--- src/hw/rtl/per_beam_running_variance_assert.svh ---
// Assertion macros for the per-beam running variance block.
`ifndef PER_BEAM_RUNNING_VARIANCE_ASSERT_SVH
`define PER_BEAM_RUNNING_VARIANCE_ASSERT_SVH
`ifndef ASSERT_OFF
`define PBRV_ASSERT_IMP(label, clk, rst_n, ante, cons, msg) \
    label: assert property (@(posedge clk) disable iff (!rst_n) (ante) |-> (cons)) \
        else $error(msg);
`define PBRV_ASSERT_NXT(label, clk, rst_n, ante, cons, msg) \
    label: assert property (@(posedge clk) disable iff (!rst_n) (ante) |=> (cons)) \
        else $error(msg);
`else
`define PBRV_ASSERT_IMP(label, clk, rst_n, ante, cons, msg)
`define PBRV_ASSERT_NXT(label, clk, rst_n, ante, cons, msg)
`endif
`endif

--- src/hw/rtl/pbrv_pkg.sv ---
`default_nettype none
package pbrv_pkg;
    localparam int MAX_BEAMS_DEF  = 1024;
    localparam int COUNT_BITS_DEF = 20;
    localparam logic [10:0] BEAM_COUNT_RST = 11'd720;

    typedef enum logic [1:0] {
        ST_OK       = 2'd0,
        ST_RANGE    = 2'd1,
        ST_SAT      = 2'd2
    } t_status;

    typedef enum logic [2:0] {
        B_IDLE, B_READ, B_UPD, B_DIV, B_SQ, B_OUT, B_CLR
    } t_bstate;
endpackage
`default_nettype wire

--- src/hw/rtl/pbrv_front.sv ---
`default_nettype none
// Front end: classifies items by range check and queues them.
module pbrv_front import pbrv_pkg::*; #(
    parameter int MAX_BEAMS = MAX_BEAMS_DEF
) (
    input  wire         i_clk,
    input  wire         i_rst_n,
    input  wire         i_valid,
    output logic        o_stall,
    input  wire  [9:0]  i_beam_index,
    input  wire  [15:0] i_range_sample,
    input  wire  [10:0] i_beam_count,
    input  wire         i_block,
    output logic        o_q_valid,
    input  wire         i_q_pop,
    output logic [9:0]  o_q_beam,
    output logic [15:0] o_q_sample,
    output logic        o_q_range_err
);
    localparam int QD = 2;
    logic [9:0]  r_beam [QD];
    logic [15:0] r_smp  [QD];
    logic        r_err  [QD];
    logic        r_wp, r_rp;
    logic [1:0]  r_cnt;
    logic        push, inr;

    assign o_stall = (r_cnt == 2'(QD)) || i_block;
    assign push = i_valid && !o_stall;
    assign inr = ({1'b0, i_beam_index} < i_beam_count) &&
                 ({22'd0, i_beam_index} < 32'(MAX_BEAMS));
    assign o_q_valid = (r_cnt != 2'd0);
    assign o_q_beam = r_beam[r_rp];
    assign o_q_sample = r_smp[r_rp];
    assign o_q_range_err = r_err[r_rp];

    always_ff @(posedge i_clk) begin
        if (push) begin
            r_beam[r_wp] <= i_beam_index;
            r_smp[r_wp] <= i_range_sample;
            r_err[r_wp] <= !inr;
        end
        if (!i_rst_n) begin
            r_wp <= 1'b0;
            r_rp <= 1'b0;
            r_cnt <= 2'd0;
        end else begin
            if (push) r_wp <= !r_wp;
            if (i_q_pop) r_rp <= !r_rp;
            r_cnt <= r_cnt + 2'(push) - 2'(i_q_pop);
        end
    end
endmodule
`default_nettype wire

--- config.mk ---
export PLATFORM = sky130hd
export DESIGN_NAME = pbrv_front
export DESIGN_NICKNAME = d
export VERILOG_FILES = /design/src/hw/rtl/per_beam_running_variance_assert.svh /design/src/hw/rtl/pbrv_pkg.sv /design/src/hw/rtl/pbrv_front.sv
export SDC_FILE = /design/constraint.sdc
export NUM_CORES = 1
export LEC_CHECK = 0
export BUFFER_PORTS_ARGS = -buffer_cell sky130_fd_sc_hd__buf_2
export CELL_PAD_IN_SITES_DETAIL_PLACEMENT = 0
export CELL_PAD_IN_SITES_GLOBAL_PLACEMENT = 1
export CORE_MARGIN = 4
export CORE_UTILIZATION = 44
export CTS_BUF_LIST = sky130_fd_sc_hd__clkbuf_4 sky130_fd_sc_hd__clkbuf_8
export DETAILED_ROUTE_END_ITERATION = 10
export PLACE_DENSITY_LB_ADDON = 0.12
export SLEW_MARGIN = 20
export SYNTH_ARGS = -nofsm -noshare
export SYNTH_HDL_FRONTEND = slang
export SYNTH_SLANG_ARGS = --single-unit
export TNS_END_PERCENT = 1
--- constraint.sdc ---
create_clock -name i_clk -period 2.52 [get_ports i_clk]
set_input_delay 0.504 -clock i_clk [delete_from_list [all_inputs] [get_ports i_clk]]
set_output_delay 0.504 -clock i_clk [all_outputs]
set_load 0.05 [all_outputs]
==> metrics.md <==
| Metric | Value |
|---|---|
| Vias per inst | `4.75` |
| Buffers plus inverters on the worst setup path | `2` |
| Fraction of the cycle the final worst path needs | `82.5%` |
| Worst min path class | `in2reg` |
| Worst path required time | `2020 ps` |
| Y dimension of the die | `82.4 um` |
| Synthesized netlist net count | `194` |
| Startpoint of the worst register-to-register path | `r_cnt[1]` |
| Post-layout minimum cycle time | `2080 ps` |
| Fraction of power consumed by the clock network | `33.4%` |
| Critical-path cell list | `buf_4 -> mux2_2 -> buf_2` |
| Number of buffers added by the clock tree synthesis step | `9` |
| Category of the most critical setup path | `reg2out` |
| Post-CTS Setup Repair Bufs | `0` |
| Pre-Repair DR Iteration Count | `4` |
| Number of hold buffers added after cts | `0` |
| Standard cell area after detailed placement | `2860 um^2` |
| Max Clock Freq | `481 MHz` |
| Placement row count | `26` |
| Smallest setup slack after layout | `440 ps` |
| Synthesis-to-finish area growth | `25.6%` |
| DP Wirelength | `3050 um` |
| Power density cells | `801 nW/um^2` |
| Synth Instances | `141` |
| Length in cells of the worst reg-to-reg path | `8` |
| CP endpoint kind | `output port` |
| Total number of H-tree levels | `3` |
| WL/cell | `14.7 um` |
| Post-Route Utilization | `58.3%` |
| Static Leakage | `1.24 nW` |
| Clock root buffer | `clkbuf_8` |
| Insertion delay of the later-clocked pin in the worst-skew pair | `320 ps` |
| FF-to-FF End | `r_cnt[1]` |
| Final layout net count | `275` |
| Area of the die | `6780 um^2` |
| Final std cell area, no fill | `3050 um^2` |
| Initial standard-cell utilization of the core | `46.4%` |
| Sort of element at the start of the critical path | `flop` |
| Final Hold Fails | `0` |
| Worst Hold Path EP | `r_smp[1][4]` |
| DRC viols | `0` |
| Combinational share of power | `19.4%` |
| Overall die width | `82.4 um` |
| Largest delay share family, worst path | `buffers and inverters` |
| Worst endpoint data arrival time | `1580 ps` |
| Unique masters post-synth | `27` |
| Fraction of the yosys area taken by sequential cells | `70.8%` |
| GP Congestion | `0.781` |
| RSZ-0062 raised after global routing | `false` |
| Clock-pin slew on the worst setup and hold paths | `60 ps` |
| Switching Power | `0.690 mW` |
| Maximum resistive drop on vdd | `546 uV` |
| Number of global-route vias before repair | `1545` |
| Warning count from the yosys run | `0` |
| # IOs | `71` |
| Maximum fanout along the worst path | `27` |
| Initial drt markers | `71` |
| Antenna violations before repair | `0` |
| Total chip power | `2.45 mW` |
| Syn Std Cell Area | `2430 um^2` |
| Worst-margin pin slew | `383 ps` |
| Relative slew margins | `74.5%` |
| Setup violators final | `0` |
| Design internal power | `1.76 mW` |
| Pin count of the biggest net entering global routing | `28` |
| Switching power as a share of total power | `28.2%` |
| Hold path startpoint | `i_range_sample[4]` |
| Detailed-route via count | `1410` |
| Number of buffers added on ports | `70` |
| Post-synthesis area per instance | `17.3 um^2` |
| Cells resized by post-CTS repair | `0` |
| Fraction of final layout cells with drive strength greater than 1 | `52.4%` |
| Proportion of power drawn by flip-flops and latches | `47.2%` |
| Wire length of the first global-routing pass | `6860 um` |
| Final Routed Wirelength | `4360 um` |
| ANT cells | `0` |
| Aggregate global-route resource usage | `14.0%` |
| Core box area | `5240 um^2` |
| Count of max-cap constraint violations | `0` |
| Total number of clock tree sinks | `59` |
| Cell with the biggest individual delay on the critical path | `mux2_2` |
| Worst hold path cell count | `1` |
| Worst-case clock skew | `4.55 ps` |
| FF+latch count, synth | `59` |
| Number of antenna-violating nets in the routed design | `0` |
| Max stage delay on crit path | `390 ps` |
| Buffer depth of the longest clock path | `2` |
| Worst setup slack before clock tree synthesis | `680 ps` |
| Flop-to-flop setup slack | `900 ps` |
| Setup TNS | `0 ps` |
| Status | `completed` |
| TritonCTS clock tree | `done` |
| Slew Viols, Final | `0` |
| Total congestion overflow after global routing | `0` |
==> worst max-delay path by stage <==
stage                    end    start  depth (start not counted)  slack, ps
2_1_floorplan   r_beam[1][0]  i_block                          3        260
3_3_place_gp        r_cnt[1]  i_block                          9        740
3_5_place_dp        r_cnt[1]  i_block                          9        680
4_1_cts        o_q_range_err     flop                          3        410
5_1_grt        o_q_range_err     flop                          3        360
6_report         o_q_beam[4]     flop                          3        440
==> cell families after synthesis <==
logic type	Yosys count	synth area share (%)
mux	27	12.5
fa+ha+maj	11	5.66
compound gates	11	3.40
flops	59	70.8
xor+xnor	3	1.08
simple gates	13	3.04
buf+inv	17	3.55
==> power by group through the flow <==
stage / clock network [mW] / logic [mW] / registers (mW)
after floorplan: 0 / 0.365 / 1.17
after global placement: 0 / 0.470 / 1.17
after detailed placement: 0 / 0.481 / 1.18
after CTS: 0.841 / 0.483 / 1.16
after global routing: 0.894 / 0.510 / 1.16
final: 0.817 / 0.476 / 1.16
==> routing by layer <==
metal  global-route usage (%)  vias up  share of wire, %
met5                        0        -                 0
met4                     7.48        0               1.9
met3                     4.12        8               6.6
met2                     24.8       42                52
met1                     14.7      672                40
li1                         -      688                 -
==> registers in the layout, indices dropped and copies added (netlist names), named ones only <==
register and cells:
r_wp 1, r_err 2, r_beam 20, r_cnt 2, r_rp 1, r_smp 32
==> cells in the final DEF (no fill, tap or decap), drive strengths merged <==
cell type and instances:
clkinv 2, o21a 1, nand3 1, and2 5
edfxtp 54, mux2 27, xnor2 2, a31oi 1
a21o 1, nor2b 1, a21oi 3, o32ai 1
nand2 1, nand3b 1, bufinv 1, o22ai 1
buf 73, o21ai 2, xor2 1, dfxtp 5
clkbuf 11, clkinvlp 2, ha 11, inv 14
nor2 3, o211ai 1, or2 1
==> worst reg2reg max path, delay by kind of cell (launching register included) <==
| kind | cells | cell delay [ps] |
|---|---|---|
| AO/OA/AOI/OAI | 1 | 230 |
| XOR/XNOR | 2 | 200 |
| adder cells (fa/ha/maj) | 2 | 410 |
| buffers and inverters | 2 | 120 |
| flip-flops | 1 | 380 |
| AND/OR/NAND/NOR | 1 | 150 |
==> metrics by stage <==
step	hold slack [ps]	instances
finish	368	297
global placement	565	281
floorplan	555	141
detailed placement	589	281
CTS	351	297
global route	350	297
==> area by class of cell <==
type,instances,area [um^2]
Fill cell,429,2180
Multi-Input combinational cell,65,627
Sequential cell,59,1720
Clock inverter,5,53.8
Timing Repair Buffer,73,373
Clock buffer,11,139
Tap cell,70,87.6
Inverter,14,52.6
==> synth_stat cells (all sizes together) <==
| cell | instances | area (um^2) |
|---|---|---|
| nand3b | 1 | 7.51 |
| and2 | 5 | 31.3 |
| a21o | 1 | 7.51 |
| a21oi | 3 | 15.0 |
| edfxtp | 54 | 1620 |
| inv | 14 | 52.6 |
| xnor2 | 2 | 17.5 |
| nor2b | 1 | 6.26 |
| a31oi | 1 | 6.26 |
| ha | 11 | 138 |
| nand3 | 1 | 5.00 |
| o21ai | 2 | 10.0 |
| nand2 | 1 | 3.75 |
| mux2 | 27 | 304 |
| o211ai | 1 | 21.3 |
| dfxtp | 5 | 100 |
| or2 | 1 | 6.26 |
| o22ai | 1 | 6.26 |
| o32ai | 1 | 8.76 |
| nor2 | 3 | 13.8 |
| xor2 | 1 | 8.76 |
| buf | 3 | 33.8 |
| o21a | 1 | 7.51 |
(Power assumes the default switching activity.)
